### config.mk
export PLATFORM = sky130hd
export DESIGN_NAME = multiturn_encoder_unwrap_flat
export DESIGN_NICKNAME = d
export VERILOG_FILES = /design/src/rtl/mte_pkg.sv /design/src/rtl/mte_if.sv /design/src/rtl/mte_fifo.sv /design/src/rtl/mte_front.sv /design/src/rtl/mte_back.sv /design/src/rtl/multiturn_encoder_unwrap.sv /design/src/flat_wrapper.sv
export SDC_FILE = /design/constraint.sdc
export NUM_CORES = 2
export LEC_CHECK = 0
export BUFFER_PORTS_ARGS = -buffer_cell sky130_fd_sc_hd__clkbuf_2
export CAP_MARGIN = 10
export CORE_MARGIN = 2
export CORE_UTILIZATION = 30
export DETAILED_ROUTE_END_ITERATION = 10
export PLACE_DENSITY_LB_ADDON = 0.3
export RECOVER_POWER = 100
export SETUP_SLACK_MARGIN = 0.2
export SLEW_MARGIN = 20
export SYNTH_ARGS = -nofsm -noshare
export SYNTH_HDL_FRONTEND = slang
export SYNTH_SLANG_ARGS = --single-unit
### constraint.sdc
create_clock -name clk -period 12.3 [get_ports clk]
set_clock_uncertainty 0.05 [all_clocks]
set_input_delay 1.23 -clock clk [delete_from_list [all_inputs] [get_ports clk]]
set_output_delay 1.23 -clock clk [all_outputs]
set_load 0.01 [all_outputs]
### src/rtl/mte_pkg.sv
// ----------------------------------------------------------------------------
// mte_pkg
// Shared types and constants for the multiturn encoder unwrapper.
// ----------------------------------------------------------------------------
package mte_pkg;

  localparam int SAMPLE_W     = 16;
  localparam int ANGLE_W      = 40;
  localparam int HALF_TURNS_W = 16;

  localparam logic signed [HALF_TURNS_W-1:0] HC_MAX = 16'sh7FFF;
  localparam logic signed [HALF_TURNS_W-1:0] HC_MIN = 16'sh8000;

  typedef enum logic {
    OP_MEASURE   = 1'b0,
    OP_CALIBRATE = 1'b1
  } op_t;

  // frame kind and the middle flag that goes with it
  typedef struct packed {
    logic calib;
    logic mid;
  } frame_ctl_t;

endpackage

### src/rtl/mte_if.sv
// ----------------------------------------------------------------------------
// mte_in_if / mte_out_if
// Valid/ready channels for encoder words in and unwrapped angles out.
// ----------------------------------------------------------------------------
interface mte_in_if;
  logic                          valid;
  logic                          ready;
  logic                          op;
  logic [mte_pkg::SAMPLE_W-1:0]  sample;

  modport source (output valid, op, sample, input ready);
  modport sink   (input valid, op, sample, output ready);
endinterface

interface mte_out_if;
  logic                                    valid;
  logic                                    ready;
  logic signed [mte_pkg::ANGLE_W-1:0]      angle_deg;
  logic signed [mte_pkg::HALF_TURNS_W-1:0] half_turns;
  logic                                    in_middle;

  modport source (output valid, angle_deg, half_turns, in_middle, input ready);
  modport sink   (input valid, angle_deg, half_turns, in_middle, output ready);
endinterface

### src/rtl/mte_fifo.sv
// ----------------------------------------------------------------------------
// mte_fifo
// Two-entry queue of frame records between the front and back ends.
// ----------------------------------------------------------------------------
module mte_fifo #(
  parameter int WIDTH = 8
) (
  input  logic             clk,
  input  logic             rst_n,
  input  logic             push_i,
  input  logic [WIDTH-1:0] data_i,
  output logic             full_o,
  input  logic             pop_i,
  output logic [WIDTH-1:0] data_o,
  output logic             empty_o
);

  localparam int DEPTH = 2;

  logic [WIDTH-1:0] mem_r [DEPTH];
  logic             wr_ptr_r;
  logic             rd_ptr_r;
  logic [1:0]       cnt_r;
  logic [1:0]       cnt_nxt;

  assign full_o  = (cnt_r == 2'(DEPTH));
  assign empty_o = (cnt_r == 2'd0);
  assign data_o  = mem_r[rd_ptr_r];

  always_comb begin
    cnt_nxt = cnt_r;
    if (push_i && !pop_i) begin
      cnt_nxt = cnt_r + 2'd1;
    end else if (pop_i && !push_i) begin
      cnt_nxt = cnt_r - 2'd1;
    end
  end

  always_ff @(posedge clk) begin
    if (!rst_n) begin
      wr_ptr_r <= 1'b0;
      rd_ptr_r <= 1'b0;
      cnt_r    <= 2'd0;
    end else begin
      cnt_r <= cnt_nxt;
      if (push_i) begin
        wr_ptr_r <= ~wr_ptr_r;
      end
      if (pop_i) begin
        rd_ptr_r <= ~rd_ptr_r;
      end
    end
  end

  always_ff @(posedge clk) begin
    if (push_i) begin
      mem_r[wr_ptr_r] <= data_i;
    end
  end

  a_no_overflow: assert property (@(posedge clk) disable iff (!rst_n)
    push_i |-> !full_o)
    else $error("frame queue written while full");

  a_no_underflow: assert property (@(posedge clk) disable iff (!rst_n)
    pop_i |-> !empty_o)
    else $error("frame queue read while empty");

endmodule

### src/rtl/mte_front.sv
// ----------------------------------------------------------------------------
// mte_front
// Frame tracking: picks subsamples, votes, sums raw and half-turn-shifted
// words and hands one record per frame to the queue.
// ----------------------------------------------------------------------------
module mte_front #(
  parameter int SUBSAMPLES = 12,
  parameter int STRIDE     = 4,
  parameter int TURN_BITS  = 16
) (
  input  logic                                  clk,
  input  logic                                  rst_n,
  input  logic                                  in_valid,
  output logic                                  in_ready,
  input  logic                                  in_op,
  input  logic [mte_pkg::SAMPLE_W-1:0]          in_sample,
  input  logic                                  full_i,
  output logic                                  push_o,
  output mte_pkg::frame_ctl_t                   rec_ctl_o,
  output logic [TURN_BITS-1:0]                  rec_first_o,
  output logic [TURN_BITS+$clog2(SUBSAMPLES)-1:0] rec_sum_o
);

  localparam int PW     = (TURN_BITS > mte_pkg::SAMPLE_W) ? TURN_BITS : mte_pkg::SAMPLE_W;
  localparam int SUM_W  = TURN_BITS + $clog2(SUBSAMPLES);
  localparam int SUB_W  = $clog2(SUBSAMPLES);
  localparam int PH_W   = (STRIDE > 1) ? $clog2(STRIDE) : 1;
  localparam int VOTE_W = $clog2(SUBSAMPLES + 1);
  localparam logic [TURN_BITS-1:0] QUARTER = {2'b01, {(TURN_BITS-2){1'b0}}};
  localparam logic [TURN_BITS-1:0] THREE_Q = {2'b11, {(TURN_BITS-2){1'b0}}};

  logic [SUB_W-1:0]     sub_r;
  logic [PH_W-1:0]      ph_r;
  logic                 calib_r;
  logic [TURN_BITS-1:0] first_r;
  logic [SUM_W-1:0]     raw_r;
  logic [SUM_W-1:0]     shf_r;
  logic [VOTE_W-1:0]    votes_r;

  logic [SUB_W-1:0]     sub_nxt;
  logic [PH_W-1:0]      ph_nxt;
  logic                 calib_nxt;
  logic [TURN_BITS-1:0] first_nxt;
  logic [SUM_W-1:0]     raw_nxt;
  logic [SUM_W-1:0]     shf_nxt;
  logic [VOTE_W-1:0]    votes_nxt;

  logic [PW-1:0]        pad;
  logic [TURN_BITS-1:0] smp;
  logic [TURN_BITS-1:0] smp_shf;
  logic                 smp_mid;
  logic                 at_start;
  logic                 at_tap;
  logic                 at_last;
  logic                 acc;
  logic                 vote_mid;
  logic                 first_mid;

  assign pad     = PW'(in_sample);
  assign smp     = pad[TURN_BITS-1:0];
  // adding half a turn modulo one turn only flips the top bit
  assign smp_shf = {~smp[TURN_BITS-1], smp[TURN_BITS-2:0]};
  assign smp_mid = (smp > QUARTER) && (smp < THREE_Q);

  assign at_start = (sub_r == '0) && (ph_r == '0);
  assign at_tap   = (ph_r == '0);
  assign at_last  = (sub_r == SUB_W'(SUBSAMPLES - 1)) && (ph_r == PH_W'(STRIDE - 1));

  assign in_ready = !(at_last && full_i);
  assign acc      = in_valid && in_ready;
  assign push_o   = acc && at_last;

  always_comb begin
    calib_nxt = at_start ? (mte_pkg::op_t'(in_op) == mte_pkg::OP_CALIBRATE) : calib_r;
    first_nxt = at_start ? smp : first_r;
    raw_nxt   = at_start ? '0 : raw_r;
    shf_nxt   = at_start ? '0 : shf_r;
    votes_nxt = at_start ? '0 : votes_r;
    if (at_tap) begin
      raw_nxt   = raw_nxt + SUM_W'(smp);
      shf_nxt   = shf_nxt + SUM_W'(smp_shf);
      votes_nxt = votes_nxt + VOTE_W'(smp_mid);
    end
    if (ph_r == PH_W'(STRIDE - 1)) begin
      ph_nxt  = '0;
      sub_nxt = (sub_r == SUB_W'(SUBSAMPLES - 1)) ? '0 : sub_r + SUB_W'(1);
    end else begin
      ph_nxt  = ph_r + PH_W'(1);
      sub_nxt = sub_r;
    end
  end

  // tie counts as outside
  assign vote_mid  = {votes_nxt, 1'b0} > (VOTE_W+1)'(SUBSAMPLES);
  assign first_mid = (first_nxt > QUARTER) && (first_nxt < THREE_Q);

  assign rec_ctl_o.calib = calib_nxt;
  assign rec_ctl_o.mid   = calib_nxt ? first_mid : vote_mid;
  assign rec_first_o     = first_nxt;
  assign rec_sum_o       = (calib_nxt || vote_mid) ? raw_nxt : shf_nxt;

  always_ff @(posedge clk) begin
    if (!rst_n) begin
      sub_r <= '0;
      ph_r  <= '0;
    end else if (acc) begin
      sub_r <= sub_nxt;
      ph_r  <= ph_nxt;
    end
  end

  always_ff @(posedge clk) begin
    if (acc) begin
      calib_r <= calib_nxt;
      first_r <= first_nxt;
      raw_r   <= raw_nxt;
      shf_r   <= shf_nxt;
      votes_r <= votes_nxt;
    end
  end

  a_frame_wrap: assert property (@(posedge clk) disable iff (!rst_n)
    acc && at_last |=> (sub_r == '0) && (ph_r == '0))
    else $error("frame position did not wrap after last item");

endmodule

### src/rtl/mte_back.sv
// ----------------------------------------------------------------------------
// mte_back
// Per-frame pipeline: mean by reciprocal multiply, half-turn counter and
// offset update, conversion to fixed-point degrees and output register.
// ----------------------------------------------------------------------------
module mte_back #(
  parameter int SUBSAMPLES = 12,
  parameter int TURN_BITS  = 16
) (
  input  logic                                    clk,
  input  logic                                    rst_n,
  input  logic                                    empty_i,
  output logic                                    pop_o,
  input  mte_pkg::frame_ctl_t                     ctl_i,
  input  logic [TURN_BITS-1:0]                    first_i,
  input  logic [TURN_BITS+$clog2(SUBSAMPLES)-1:0] sum_i,
  output logic                                    out_valid,
  input  logic                                    out_ready,
  output logic signed [mte_pkg::ANGLE_W-1:0]      out_angle_deg,
  output logic signed [mte_pkg::HALF_TURNS_W-1:0] out_half_turns,
  output logic                                    out_in_middle
);

  localparam int SUM_W = TURN_BITS + $clog2(SUBSAMPLES);
  localparam int REM_W = $clog2(SUBSAMPLES);
  localparam int HW    = mte_pkg::HALF_TURNS_W;
  localparam int AW    = TURN_BITS + HW;
  localparam int XW    = AW + 1;
  localparam int WW    = XW + 10;
  localparam int FL    = (TURN_BITS < 16) ? 16 - TURN_BITS : 0;
  localparam int FR    = (TURN_BITS > 16) ? TURN_BITS - 16 : 0;
  localparam int GW    = (FL > 0) ? FL : 1;
  localparam int QW    = WW + FL;
  localparam int OW    = mte_pkg::ANGLE_W;
  localparam logic [SUM_W-1:0] RECIP    = SUM_W'((64'd1 << SUM_W) / SUBSAMPLES);
  localparam logic [SUM_W-1:0] SUM_HALF = SUM_W'(longint'(SUBSAMPLES) << (TURN_BITS - 1));
  localparam logic signed [QW-1:0] ANG_MAX = {{(QW-OW+1){1'b0}}, {(OW-1){1'b1}}};
  localparam logic signed [QW-1:0] ANG_MIN = {{(QW-OW+1){1'b1}}, {(OW-1){1'b0}}};

  // per remainder b: floor(360*b/S), and the fraction bits left over from
  // 360*b/S when the turn is narrower than 16 bits
  logic [8:0]               tb_tab [SUBSAMPLES];
  logic [GW-1:0]            g_tab  [SUBSAMPLES];

  for (genvar gi = 0; gi < SUBSAMPLES; gi++) begin : g_frac
    assign tb_tab[gi] = 9'((gi * 360) / SUBSAMPLES);
    assign g_tab[gi]  = GW'((((gi * 360) % SUBSAMPLES) << FL) / SUBSAMPLES);
  end

  logic en;

  // stage D1: reciprocal product
  logic                     d1_v_r;
  mte_pkg::frame_ctl_t      d1_ctl_r;
  logic [TURN_BITS-1:0]     d1_first_r;
  logic [SUM_W-1:0]         d1_sum_r;
  logic [2*SUM_W-1:0]       d1_prod_r;

  // stage D2: corrected quotient and remainder
  logic                     d2_v_r;
  mte_pkg::frame_ctl_t      d2_ctl_r;
  logic [TURN_BITS-1:0]     d2_first_r;
  logic [SUM_W-1:0]         d2_sum_r;
  logic [SUM_W-1:0]         d2_quo_r;
  logic [REM_W-1:0]         d2_rem_r;
  logic [SUM_W-1:0]         q0;
  logic [SUM_W-1:0]         rem0;
  logic                     fix;
  logic [SUM_W-1:0]         quo_nxt;
  logic [SUM_W-1:0]         rem_full;

  // stage U: frame state update
  logic                     prev_r;
  logic signed [HW-1:0]     hc_r;
  logic [TURN_BITS-1:0]     offset_r;
  logic                     prev_nxt;
  logic signed [HW-1:0]     hc_nxt;
  logic [TURN_BITS-1:0]     offset_nxt;
  logic                     step;
  logic                     up;
  logic signed [AW-1:0]     a_term_nxt;
  logic [TURN_BITS-1:0]     a_nxt;
  logic [REM_W-1:0]         b_nxt;
  logic                     u_v_r;
  logic [TURN_BITS-1:0]     u_a_r;
  logic [REM_W-1:0]         u_b_r;
  logic signed [AW-1:0]     u_aterm_r;
  logic signed [HW-1:0]     u_hc_r;
  logic                     u_mid_r;

  // stage O1 / O2: degree scaling
  logic                     o1_v_r;
  logic signed [XW-1:0]     o1_x_r;
  logic [8:0]               o1_tb_r;
  logic [GW-1:0]            o1_g_r;
  logic signed [HW-1:0]     o1_hc_r;
  logic                     o1_mid_r;
  logic signed [XW-1:0]     x_nxt;
  logic                     o2_v_r;
  logic signed [WW-1:0]     o2_w_r;
  logic [GW-1:0]            o2_g_r;
  logic signed [HW-1:0]     o2_hc_r;
  logic                     o2_mid_r;
  logic signed [WW-1:0]     xw;
  logic signed [WW-1:0]     w_nxt;
  logic signed [QW-1:0]     q;
  logic signed [OW-1:0]     angle_nxt;

  // output register
  logic                     out_valid_r;
  logic signed [OW-1:0]     angle_r;
  logic signed [HW-1:0]     hc_out_r;
  logic                     mid_out_r;

  // whole pipeline moves together; it halts only while a result waits
  assign en    = !out_valid_r || out_ready;
  assign pop_o = en && !empty_i;

  // D2 correction: reciprocal estimate is at most one low
  always_comb begin
    q0       = d1_prod_r[2*SUM_W-1:SUM_W];
    rem0     = d1_sum_r - SUM_W'(q0 * SUM_W'(SUBSAMPLES));
    fix      = (rem0 >= SUM_W'(SUBSAMPLES));
    quo_nxt  = q0 + SUM_W'(fix);
    rem_full = fix ? rem0 - SUM_W'(SUBSAMPLES) : rem0;
  end

  // U: counter, offset and the terms of the angle
  always_comb begin
    step       = (d2_ctl_r.mid != prev_r);
    up         = (d2_sum_r < SUM_HALF);
    prev_nxt   = d2_ctl_r.mid;
    offset_nxt = offset_r;
    hc_nxt     = hc_r;
    if (d2_ctl_r.calib) begin
      offset_nxt = d2_quo_r[TURN_BITS-1:0];
      hc_nxt     = '0;
    end else if (step && up && (hc_r != mte_pkg::HC_MAX)) begin
      hc_nxt = hc_r + HW'(1);
    end else if (step && !up && (hc_r != mte_pkg::HC_MIN)) begin
      hc_nxt = hc_r - HW'(1);
    end
    if (d2_ctl_r.calib) begin
      a_nxt      = d2_first_r;
      b_nxt      = '0;
      a_term_nxt = '0;
    end else begin
      a_nxt      = d2_quo_r[TURN_BITS-1:0];
      b_nxt      = d2_rem_r;
      a_term_nxt = ($signed({{(AW-HW){hc_nxt[HW-1]}}, hc_nxt}) <<< (TURN_BITS - 1))
                 - $signed({{(AW-TURN_BITS){1'b0}}, offset_r});
    end
  end

  // O1 / O2 / output: angle = (360*(a + A) + T(b)) scaled by the turn width
  assign x_nxt = $signed({{(XW-TURN_BITS){1'b0}}, u_a_r})
               + $signed({u_aterm_r[AW-1], u_aterm_r});
  assign xw    = $signed({{(WW-XW){o1_x_r[XW-1]}}, o1_x_r});
  assign w_nxt = (xw <<< 8) + (xw <<< 6) + (xw <<< 5) + (xw <<< 3)
               + $signed({{(WW-9){1'b0}}, o1_tb_r});

  always_comb begin
    q = (($signed({{(QW-WW){o2_w_r[WW-1]}}, o2_w_r}) <<< FL) >>> FR)
      + $signed({{(QW-GW){1'b0}}, o2_g_r});
    if (q > ANG_MAX) begin
      angle_nxt = ANG_MAX[OW-1:0];
    end else if (q < ANG_MIN) begin
      angle_nxt = ANG_MIN[OW-1:0];
    end else begin
      angle_nxt = q[OW-1:0];
    end
  end

  always_ff @(posedge clk) begin
    if (!rst_n) begin
      d1_v_r      <= 1'b0;
      d2_v_r      <= 1'b0;
      u_v_r       <= 1'b0;
      o1_v_r      <= 1'b0;
      o2_v_r      <= 1'b0;
      out_valid_r <= 1'b0;
      prev_r      <= 1'b0;
      hc_r        <= '0;
      offset_r    <= '0;
    end else if (en) begin
      d1_v_r      <= !empty_i;
      d2_v_r      <= d1_v_r;
      u_v_r       <= d2_v_r;
      o1_v_r      <= u_v_r;
      o2_v_r      <= o1_v_r;
      out_valid_r <= o2_v_r;
      if (d2_v_r) begin
        prev_r   <= prev_nxt;
        hc_r     <= hc_nxt;
        offset_r <= offset_nxt;
      end
    end
  end

  always_ff @(posedge clk) begin
    if (en) begin
      d1_ctl_r   <= ctl_i;
      d1_first_r <= first_i;
      d1_sum_r   <= sum_i;
      d1_prod_r  <= (2*SUM_W)'(sum_i) * (2*SUM_W)'(RECIP);
      d2_ctl_r   <= d1_ctl_r;
      d2_first_r <= d1_first_r;
      d2_sum_r   <= d1_sum_r;
      d2_quo_r   <= quo_nxt;
      d2_rem_r   <= rem_full[REM_W-1:0];
      u_a_r      <= a_nxt;
      u_b_r      <= b_nxt;
      u_aterm_r  <= a_term_nxt;
      u_hc_r     <= hc_nxt;
      u_mid_r    <= prev_nxt;
      o1_x_r     <= x_nxt;
      o1_tb_r    <= tb_tab[u_b_r];
      o1_g_r     <= g_tab[u_b_r];
      o1_hc_r    <= u_hc_r;
      o1_mid_r   <= u_mid_r;
      o2_w_r     <= w_nxt;
      o2_g_r     <= o1_g_r;
      o2_hc_r    <= o1_hc_r;
      o2_mid_r   <= o1_mid_r;
      angle_r    <= angle_nxt;
      hc_out_r   <= o2_hc_r;
      mid_out_r  <= o2_mid_r;
    end
  end

  assign out_valid      = out_valid_r;
  assign out_angle_deg  = angle_r;
  assign out_half_turns = hc_out_r;
  assign out_in_middle  = mid_out_r;

  a_calib_clears: assert property (@(posedge clk) disable iff (!rst_n)
    en && d2_v_r && d2_ctl_r.calib |=> (hc_r == '0) && (prev_r == $past(d2_ctl_r.mid)))
    else $error("calibrate frame did not clear the half-turn counter");

  a_count_holds: assert property (@(posedge clk) disable iff (!rst_n)
    en && d2_v_r && !d2_ctl_r.calib && (d2_ctl_r.mid == prev_r) |=> hc_r == $past(hc_r))
    else $error("half-turn counter moved without a change of vote");

endmodule

### src/rtl/multiturn_encoder_unwrap.sv
// ----------------------------------------------------------------------------
// multiturn_encoder_unwrap
// Unwraps a stream of absolute encoder words into a multiturn angle, one
// result per frame of SUBSAMPLES*STRIDE words.
// ----------------------------------------------------------------------------
//  channel  dir  payload                                   per
//  in_ch    in   op (1), sample (16)                       item
//  out_ch   out  angle_deg (s40), half_turns (s16), in_middle (1)  frame
//
//  One encoder word is taken every cycle; in_ch.ready falls only on the last
//  word of a frame while the two-entry frame queue is full.
//  The back end takes one frame record per cycle while no result waits on
//  out_ch.ready; a record passes D1, D2, U, O1, O2 and the output register.
//  A held result stalls the back end only; the front keeps filling the queue.
//  Reset (rst_n, synchronous) restarts the frame and clears counter, offset
//  and middle flag.
// ----------------------------------------------------------------------------
module multiturn_encoder_unwrap #(
  parameter int SUBSAMPLES = 12,
  parameter int STRIDE     = 4,
  parameter int TURN_BITS  = 16
) (
  input  logic      clk,
  input  logic      rst_n,
  mte_in_if.sink    in_ch,
  mte_out_if.source out_ch
);

  localparam int SUM_W = TURN_BITS + $clog2(SUBSAMPLES);
  localparam int CTL_W = $bits(mte_pkg::frame_ctl_t);
  localparam int REC_W = CTL_W + TURN_BITS + SUM_W;

  logic                 push;
  logic                 pop;
  logic                 full;
  logic                 empty;
  mte_pkg::frame_ctl_t  wr_ctl;
  logic [TURN_BITS-1:0] wr_first;
  logic [SUM_W-1:0]     wr_sum;
  mte_pkg::frame_ctl_t  rd_ctl;
  logic [TURN_BITS-1:0] rd_first;
  logic [SUM_W-1:0]     rd_sum;
  logic [REC_W-1:0]     rd_rec;

  mte_front #(
    .SUBSAMPLES (SUBSAMPLES),
    .STRIDE     (STRIDE),
    .TURN_BITS  (TURN_BITS)
  ) u_front (
    .clk         (clk),
    .rst_n       (rst_n),
    .in_valid    (in_ch.valid),
    .in_ready    (in_ch.ready),
    .in_op       (in_ch.op),
    .in_sample   (in_ch.sample),
    .full_i      (full),
    .push_o      (push),
    .rec_ctl_o   (wr_ctl),
    .rec_first_o (wr_first),
    .rec_sum_o   (wr_sum)
  );

  mte_fifo #(
    .WIDTH (REC_W)
  ) u_fifo (
    .clk     (clk),
    .rst_n   (rst_n),
    .push_i  (push),
    .data_i  ({wr_ctl, wr_first, wr_sum}),
    .full_o  (full),
    .pop_i   (pop),
    .data_o  (rd_rec),
    .empty_o (empty)
  );

  assign rd_ctl   = mte_pkg::frame_ctl_t'(rd_rec[REC_W-1 -: CTL_W]);
  assign rd_first = rd_rec[SUM_W +: TURN_BITS];
  assign rd_sum   = rd_rec[SUM_W-1:0];

  mte_back #(
    .SUBSAMPLES (SUBSAMPLES),
    .TURN_BITS  (TURN_BITS)
  ) u_back (
    .clk            (clk),
    .rst_n          (rst_n),
    .empty_i        (empty),
    .pop_o          (pop),
    .ctl_i          (rd_ctl),
    .first_i        (rd_first),
    .sum_i          (rd_sum),
    .out_valid      (out_ch.valid),
    .out_ready      (out_ch.ready),
    .out_angle_deg  (out_ch.angle_deg),
    .out_half_turns (out_ch.half_turns),
    .out_in_middle  (out_ch.in_middle)
  );

endmodule

### src/flat_wrapper.sv
// flat-port wrapper written by rule: the top's interface ports become plain ports
module multiturn_encoder_unwrap_flat 
#(
  parameter int SUBSAMPLES = 12,
  parameter int STRIDE     = 4,
  parameter int TURN_BITS  = 16
)
  (clk, rst_n, in_ch_valid, in_ch_op, in_ch_sample, in_ch_ready, out_ch_valid, out_ch_angle_deg, out_ch_half_turns, out_ch_in_middle, out_ch_ready);
  mte_in_if in_ch_i ();
  mte_out_if out_ch_i ();
  input  logic clk;
  input  logic rst_n;
  input wire logic [$bits(in_ch_i.valid)-1:0] in_ch_valid;
  input wire logic [$bits(in_ch_i.op)-1:0] in_ch_op;
  input wire logic [$bits(in_ch_i.sample)-1:0] in_ch_sample;
  output wire logic [$bits(in_ch_i.ready)-1:0] in_ch_ready;
  output wire logic [$bits(out_ch_i.valid)-1:0] out_ch_valid;
  output wire logic [$bits(out_ch_i.angle_deg)-1:0] out_ch_angle_deg;
  output wire logic [$bits(out_ch_i.half_turns)-1:0] out_ch_half_turns;
  output wire logic [$bits(out_ch_i.in_middle)-1:0] out_ch_in_middle;
  input wire logic [$bits(out_ch_i.ready)-1:0] out_ch_ready;
  assign in_ch_i.valid = in_ch_valid;
  assign in_ch_i.op = in_ch_op;
  assign in_ch_i.sample = in_ch_sample;
  assign in_ch_ready = in_ch_i.ready;
  assign out_ch_valid = out_ch_i.valid;
  assign out_ch_angle_deg = out_ch_i.angle_deg;
  assign out_ch_half_turns = out_ch_i.half_turns;
  assign out_ch_in_middle = out_ch_i.in_middle;
  assign out_ch_i.ready = out_ch_ready;
  multiturn_encoder_unwrap #(.SUBSAMPLES(SUBSAMPLES), .STRIDE(STRIDE), .TURN_BITS(TURN_BITS)) u_core (.clk(clk), .rst_n(rst_n), .in_ch(in_ch_i), .out_ch(out_ch_i));
endmodule
== Yosys cells after proc, flatten, opt, wreduce, memory -nomap -nowiden ==
Memory sizes are Yosys's and may differ from the RTL's. A register that Yosys moved wholly into a read port is not among the register bits.
Index checks and enable logic that the tools add are counted.
Word-level totals
  ROM bits: 160
  bits in writable memories: 76
  memories: 3
  input port bits: 21
  word-level logic and storage cells: 141
  register bits after elaboration: 480
  output and inout bits: 59
Cells by class
  mux-type cells: 24
  magnitude comparators: 9
  equal/unequal tests: 6
  add/sub/neg operators: 19
  reduce and logical (&&, ||, !) cells: 29
  bitwise logic cells: 4
  $mul: 2
Memory list
  (no name shown): depth 16, bits a word 9, rd ports 1, clocked after memory_dff 1, wr ports 0, line mte_back.sv:217  | o1_tb_r <= tb_tab[u_b_r];
  u_core.u_fifo.mem_r: depth 2, bits a word 38, rd ports 1, clocked after memory_dff 1, wr ports 1, line mte_fifo.sv:20  | logic [WIDTH-1:0] mem_r [DEPTH];
  (no name shown): depth 16, bits a word 1, rd ports 1, clocked after memory_dff 1, wr ports 0, line mte_back.sv:218  | o1_g_r <= g_tab[u_b_r];
Operator list (count)
  $mux 20: 5
  $mux 16: 5
  $add 42x38->43: 1
  $add 43x10->43: 1
  $add 43x2->43: 1
  $add 43x36->43: 1
  $gt 43x40->1 const B: 1
  $lt 43x40->1 const B: 1
  $add 41x39->42: 1
  $add 20x16->20: 2
  $mux 40: 1
  $mul 20x17->37 const B: 1
  $add 17x32->33: 1
  $gt 16x15->1 const B: 2
  $lt 16x16->1 const B: 2
  $ne 16x16->1 const B: 2
  $sub 31x17->32: 1
  $ge 20x4->1 const B: 1
  $lt 20x19->1 const B: 1
  $sub 20x20->20: 1
  $mul 17x2->18 const B: 1
  $add 16x1->16: 1
  $add 16x2->16 const B: 1
  $mux 4: 4
  other kinds (22): 54

== Longest topological paths before layout ==
  depth in word-level cells: 10
  depth in mapped cells: 25
  gate-level depth less buffers: 25

== Cells and area by module ==
A second synthesis with hierarchy kept.
Unflattened totals
  cell total of the unflattened synthesis: 2836
  area total of the unflattened synthesis: 33896.3 µm²
By module, submodules not included
  mte_back: cells an instance 2114, times used 1, area each 25470.7 µm², sequential area each 10960.5 µm²
  mte_front: cells an instance 582, times used 1, area each 5461.5 µm², sequential area each 1951.9 µm²
  mte_fifo: cells an instance 140, times used 1, area each 2964.1 µm², sequential area each 2382.3 µm²

== Least setup slack after synthesis ==
No wires, ideal clock.
  path type: input to register
  from: input out_ch_ready
  to: register u_core.u_fifo.cnt_r[1]
  path buffers: 1
  setup time: 0.076 ns
  setup slack: 1.380 ns
  required time: 12.174 ns
  cell stages on the path: 8
  data arrival time: 10.795 ns
  cell sequence: nor2b_1 > clkbuf_1 > inv_1 > o21ai_0 > ha_1 > xor2_1 > or3_1 > a21boi_0
On the way
  longest elaborated chain between the ends: 5
  elaborated cells between the ends (all ways): 7
  those cells by class: mux (1); reduce/logical (6)
RTL lines
  start: declaration: line flat_wrapper.sv:21  | input wire logic [$bits(out_ch_i.ready)-1:0] out_ch_ready;
  $logic_or 1x1->1 *: line mte_back.sv:116  | assign en = !out_valid_r || out_ready;
  $logic_and 1x1->1 *: line mte_back.sv:117  | assign pop_o = en && !empty_i;
  $logic_not 1->1: line mte_fifo.sv:32  | if (push_i && !pop_i) begin
  $logic_and 1x1->1: line mte_fifo.sv:32
  $mux 2 or $reduce_bool 2->1 (tied branches)
  end signal: assignment: line mte_fifo.sv:45  | cnt_r <= cnt_nxt;
  end: declaration: line mte_fifo.sv:23  | logic [1:0] cnt_r;
Every way passes the cells marked *; elsewhere a longest branch is shown, timed or not.
A chain may end at the register's enable or synchronous reset.

== Worst setup path after layout ==
  from: register u_core.u_front.ph_r[0]
  to: memory u_core.u_fifo.mem_r[1][18] (netlist name) (data pin)
On the way
  longest elaborated chain between the ends: 8
  elaborated cells between the ends (all ways): 15
  those cells by class: add/sub (3); order compare (1); mux (8); reduce/logical (3)
RTL lines
  start: declaration: line mte_front.sv:33  | logic [PH_W-1:0] ph_r;
  start signal: assignment: line mte_front.sv:108  | ph_r <= ph_nxt;
  $logic_not 2->1 *: line mte_front.sv:65, mte_front.sv:66
  $logic_and 1x1->1: line mte_front.sv:65  | assign at_start = (sub_r == '0) && (ph_r == '0);
  $mux 4: line mte_front.sv:78  | votes_nxt = at_start ? '0 : votes_r;
  $add 4x1->4: line mte_front.sv:82  | votes_nxt = votes_nxt + VOTE_W'(smp_mid);
  $mux 4: line mte_front.sv:79  | if (at_tap) begin
  $gt 5x4->1: line mte_front.sv:94  | assign vote_mid = {votes_nxt, 1'b0} > (VOTE_W+1)'(SUBSAMPLES);
  $logic_or 1x1->1: line mte_front.sv:100  | assign rec_sum_o = (calib_nxt || vote_mid) ? raw_nxt : shf_nxt;
  $mux 20 *: line mte_front.sv:100
  net u_core.u_fifo.data_i[18]: line mte_fifo.sv:11  | input logic [WIDTH-1:0] data_i,
  end: declaration: line mte_fifo.sv:20
Mark *: on every way through the listed nets, which the timed path passes. The rest lies on a longest branch.

==> results.txt <==
- TritonCTS clock tree: built
- Worst setup timing slack at the placement stage: 4611 ps
- Measured along the x axis, the die boundary spans between 300 and 400 um.
- STA classifies the critical path startpoint as a register.
- Buffer and inverter count on the worst path: 5
* Placed Cells incl. Taps: 4330
- Critical Path AT: 9350 ps
* Lkg Pwr: 15.53 nW
- R2R cell count: 19
* Antenna-violating nets left: 0
- Counting stages on the worst path, the most repeated cell is sky130_fd_sc_hd__inv_1.
* Register-to-register path setup slack: 3230 ps
- The most critical setup path has its startpoint at u_core.u_front.ph_r[0].
* Maximum clock path buffer count: 3
- Levels on crit path: 19
* Cell area after synthesis: roughly 34000 um2
- Die Y-Extent: about 340 um
* Count of buffers added by post-CTS timing repair for setup: 0
- In the final timing run, aggregate negative setup slack is 0 ps.
* # IOs: 80
- Number of hold buffers added after CTS: 0
* CP max FO: between 50 and 60
* Endpoint required time on the critical path: roughly 13000 ps
* Family of cells with the greatest summed delay on the critical path: buffers and inverters
- After synthesis, the netlist uses 90 different library cells.
- The pre-antenna-repair detailed-routing pass consisted of 5 iterations.
* Fraction of layout instances using a drive strength above 1: about 6.0%
- Final hold violation count: 0
- CP endpoint kind: register
- The library cells used most frequently in the layout, excluding fill and tap cells, are sky130_fd_sc_hd__edfxtp_1, sky130_fd_sc_hd__ha_1, sky130_fd_sc_hd__inv_1, sky130_fd_sc_hd__nand2_1, sky130_fd_sc_hd__fa_1.
- Commonest non-fill, non-tap cell in the layout: sky130_fd_sc_hd__edfxtp_1
- In the synthesized netlist, the number of instances is roughly 2800.
- Final worst path period share: 73.72%
- Row generation in the floorplan step produced approximately 120 rows.
- Weighted congestion reported at the end of routability-driven placement: roughly 0.9
- Clock root buffer master: sky130_fd_sc_hd__clkbuf_16
- Final critical delay including setup and external delays: 9067 ps
- Filler Cells Inserted: ~11000
- Count of flip-flops with a built-in enable after synthesis: around 480
- After clock tree synthesis, the clock-pin slew on the worst setup and hold paths is about 60 ps.
- Leaving out filler cells and counting taps, the final layout contains 4442.
- Buffers added on ports: 79
- The final route contains 20600 vias.
- Clock latency on the worst-skew pair, taken at its later pin, is between 600 and 700 ps.
- Walking the worst path, the cells encountered are inv_1 > ha_1 > clkbuf_1 > inv_1 > or4b_2 > clkbuf_1 > and2_0 > ha_1 > inv_1 > fa_1 > nor2b_1 > o31a_1 > o211ai_1 > a21oi_1 > o311a_1 > a2111oi_0 > nor3_1 > nor3_1 > a211oi_1.
* H-Tree Level Count: 2
* Largest net degree at the start of global routing: about 180
- Core area: between 100000 and 150000 um2
* Outcome: complete, but fails checks
- Synthesis produced a netlist with a net count of between 3000 and 4000.
- CP max stage delay: between 1500 and 2000 ps
- Mean area per synthesized cell: roughly 12 um2
- Worst-case vdd ir drop: ~0.096 mV
- Clock sink count: 526
- Once routing completed, OpenROAD measured the worst setup slack at between 3000 and 4000 ps.
* Antenna violations before repair: 2
- Post-synthesis sequential area ratio: between 40 and 50%
- Measured against its own limit, the worst slew margin works out to -229.2%.
- Yosys warnings: 0
- In this run the cell area measured after placement is 35830 um2.
- Vias in the first global route: 20780
* CTS-repair resized insts: 0
- The most used flip-flop cell after synthesis is sky130_fd_sc_hd__edfxtp_1.
- For this block, the initial DRC count from the detailed router was 948.
* Hold Crit Class: register to register
- After synthesis the netlist holds a flip-flop and latch count of 526.
- The area growth from synthesis to layout is 12.11%.
- End point of the critical path: u_core.u_fifo.mem_r[1][18]
- First-pass GRT wire length: 116000 um
* Aggregate global-route resource usage: 12.59%
- Final routed wire length divided by cell count: around 16 um
- For this run the aggregate overflow at the end of global routing stands at 0.
* Max Cap Viol: 11
- After detailed routing, the number of vias per cell comes to around 4.6.
* Pwr per Cell Area: about 110 nW/um2
- Summed over all layers, the routed wires come to slightly above 70000 um.
* Proportion of synthesized flip-flops having asynchronous set or reset: 0%
- The worst setup path is of the register to register kind.
* DRC violation count after routing: 0
- Final Slew Violations: between 500 and 600
* R2R Path End: u_core.u_fifo.mem_r[1][18]
- The repair_antennas step left the layout with diodes totalling 0.
- RSZ-0062 raised after global routing: no
- Slowest stage cell, crit path: sky130_fd_sc_hd__clkbuf_1
- Violated checks: max-capacitance violations, max-slew violations
- The wire-length estimate of the detail-placed layout is 54350 um.
* Cell area after layout: approximately 38000 um2
* Initial Util: a little under a third
* Die Outline Area: ~110000 um2
- In this run the critical register-to-register path is launched from u_core.u_front.ph_r[0].
- Setup violations remaining at the end of the flow were counted as 0.
- For the pin with the worst max-slew slack, the measured transition is slightly below 5000 ps.
- Maximum clock rate: 0.1103 GHz
- NumNets Final: around 3400
* Number of CTS-inserted buffers: ~60
cell families (layout without fill, tap and decap cells):
logic type	after synthesis	count (layout)	share of synthesized area [%]
xor gates and xnor gates	162	162	4.278
muxes	112	112	3.679
buffers and inverters	322	464	3.635
adders and majority gates	512	512	23.04
and+or+nand+nor	697	697	10.21
AOI/OAI and AO/OA	481	481	9.733
DFF	526	526	45.43
through the flow:
stage	hold WS [ps]	power [W]	util (%)
floorplan	350.3	0.002259	-
global placement	352.7	0.002347	32.28
detailed placement	354.5	0.002352	32.28
CTS	363.6	0.004268	34.16
global route	369.7	0.004355	34.01
finish	363.0	0.004186	34.01
synthesized netlist by cell type (all sizes together), types with 7 or more instances:
library cell	count	area, um2
o21a	64	488.0
ha	332	4154
mux2i	21	210.2
xor2	57	499.2
buf	14	67.57
xnor2	104	918.4
a31oi	17	121.4
and3	24	150.1
and2	59	369.1
nand3	45	225.2
nor3	58	310.3
mux2	91	1028
nand2b	19	126.4
a2111oi	7	80.08
o211ai	18	135.1
fa	180	3603
or4	10	78.82
nand4	24	150.1
dfxtp	50	1001
nor4	26	168.9
o31ai	14	105.1
clkbuf	50	187.7
o2111ai	8	70.07
a211oi	17	127.6
edfxtp	476	14290
o21ai	79	395.4
inv	257	964.7
a21oi	104	520.5
or3	20	130.1
nand2	213	802.0
nor2b	25	156.4
a21o	39	292.8
nor2	147	551.8
a21boi	45	337.8
o21bai	11	82.58
or2	7	46.30
state kept, by name (all words and copies together), names as in the netlist, 17 cells and up, named ones only:
name,flops
u_core.u_front.shf_r,20
u_core.u_back.u_aterm_r,32
u_core.u_back.o1_x_r,33
u_core.u_fifo.mem_r,76
u_core.u_back.d1_sum_r,20
u_core.u_back.o2_w_r,42
u_core.u_back.d1_prod_r,17
u_core.u_front.raw_r,20
u_core.u_back.out_angle_deg,40
power breakdown:
group	internal [W]	switching, W
Combinational	0.000116	0.000180
Clock	0.00112	0.000760
Sequential	0.00199	0.0000128
Total	0.00323	0.000954
worst min-delay path by stage:
stage,depth (start not counted),slack (ps),to,start
after floorplan,0,350,u_core.u_back.d2_ctl_r[1],u_core.u_back.d1_ctl_r[1]
after global placement,0,350,u_core.u_back.o2_hc_r[9],u_core.u_back.o1_hc_r[9]
after detailed placement,0,350,u_core.u_back.d2_first_r[2],u_core.u_back.d1_first_r[2]
after CTS,0,360,u_core.u_back.d2_first_r[2],u_core.u_back.d1_first_r[2]
after global routing,0,370,u_core.u_back.d2_first_r[2],u_core.u_back.d1_first_r[2]
final,0,360,u_core.u_back.d2_first_r[5],u_core.u_back.d1_first_r[5]
worst reg2reg max path: stages (launching register included):
cell and delay, ps:
sky130_fd_sc_hd__dfxtp_1 330, sky130_fd_sc_hd__inv_1 80, sky130_fd_sc_hd__ha_1 150, sky130_fd_sc_hd__clkbuf_1 1650
sky130_fd_sc_hd__inv_1 920, sky130_fd_sc_hd__or4b_2 880, sky130_fd_sc_hd__clkbuf_1 920, sky130_fd_sc_hd__and2_0 540
sky130_fd_sc_hd__ha_1 220, sky130_fd_sc_hd__inv_1 70, sky130_fd_sc_hd__fa_1 200, sky130_fd_sc_hd__nor2b_1 80
sky130_fd_sc_hd__o31a_1 280, sky130_fd_sc_hd__o211ai_1 240, sky130_fd_sc_hd__a21oi_1 150, sky130_fd_sc_hd__o311a_1 430
sky130_fd_sc_hd__a2111oi_0 920, sky130_fd_sc_hd__nor3_1 160, sky130_fd_sc_hd__nor3_1 370, sky130_fd_sc_hd__a211oi_1 120
area by class of cell:
class                           instances  area, um2  area share, %
Multi-Input combinational cell       1964      17130          45.39
Sequential cell                       526      15290          40.52
Tap cell                             1488       1862          4.933
Clock buffer                           80       1710          4.532
Inverter                              258      969.7          2.569
Timing Repair Buffer                   94      401.6          1.064
Clock inverter                         32      375.4         0.9945
layer usage:
layer	GRT usage [%]	up-vias	part of all wire (%)
li1	-	10340	-
met1	16.97	9828	46
met2	20.78	339	47
met3	1.957	91	4.5
met4	3.796	2	2.4
met5	0	-	0.018
(Power assumes the default switching activity.)
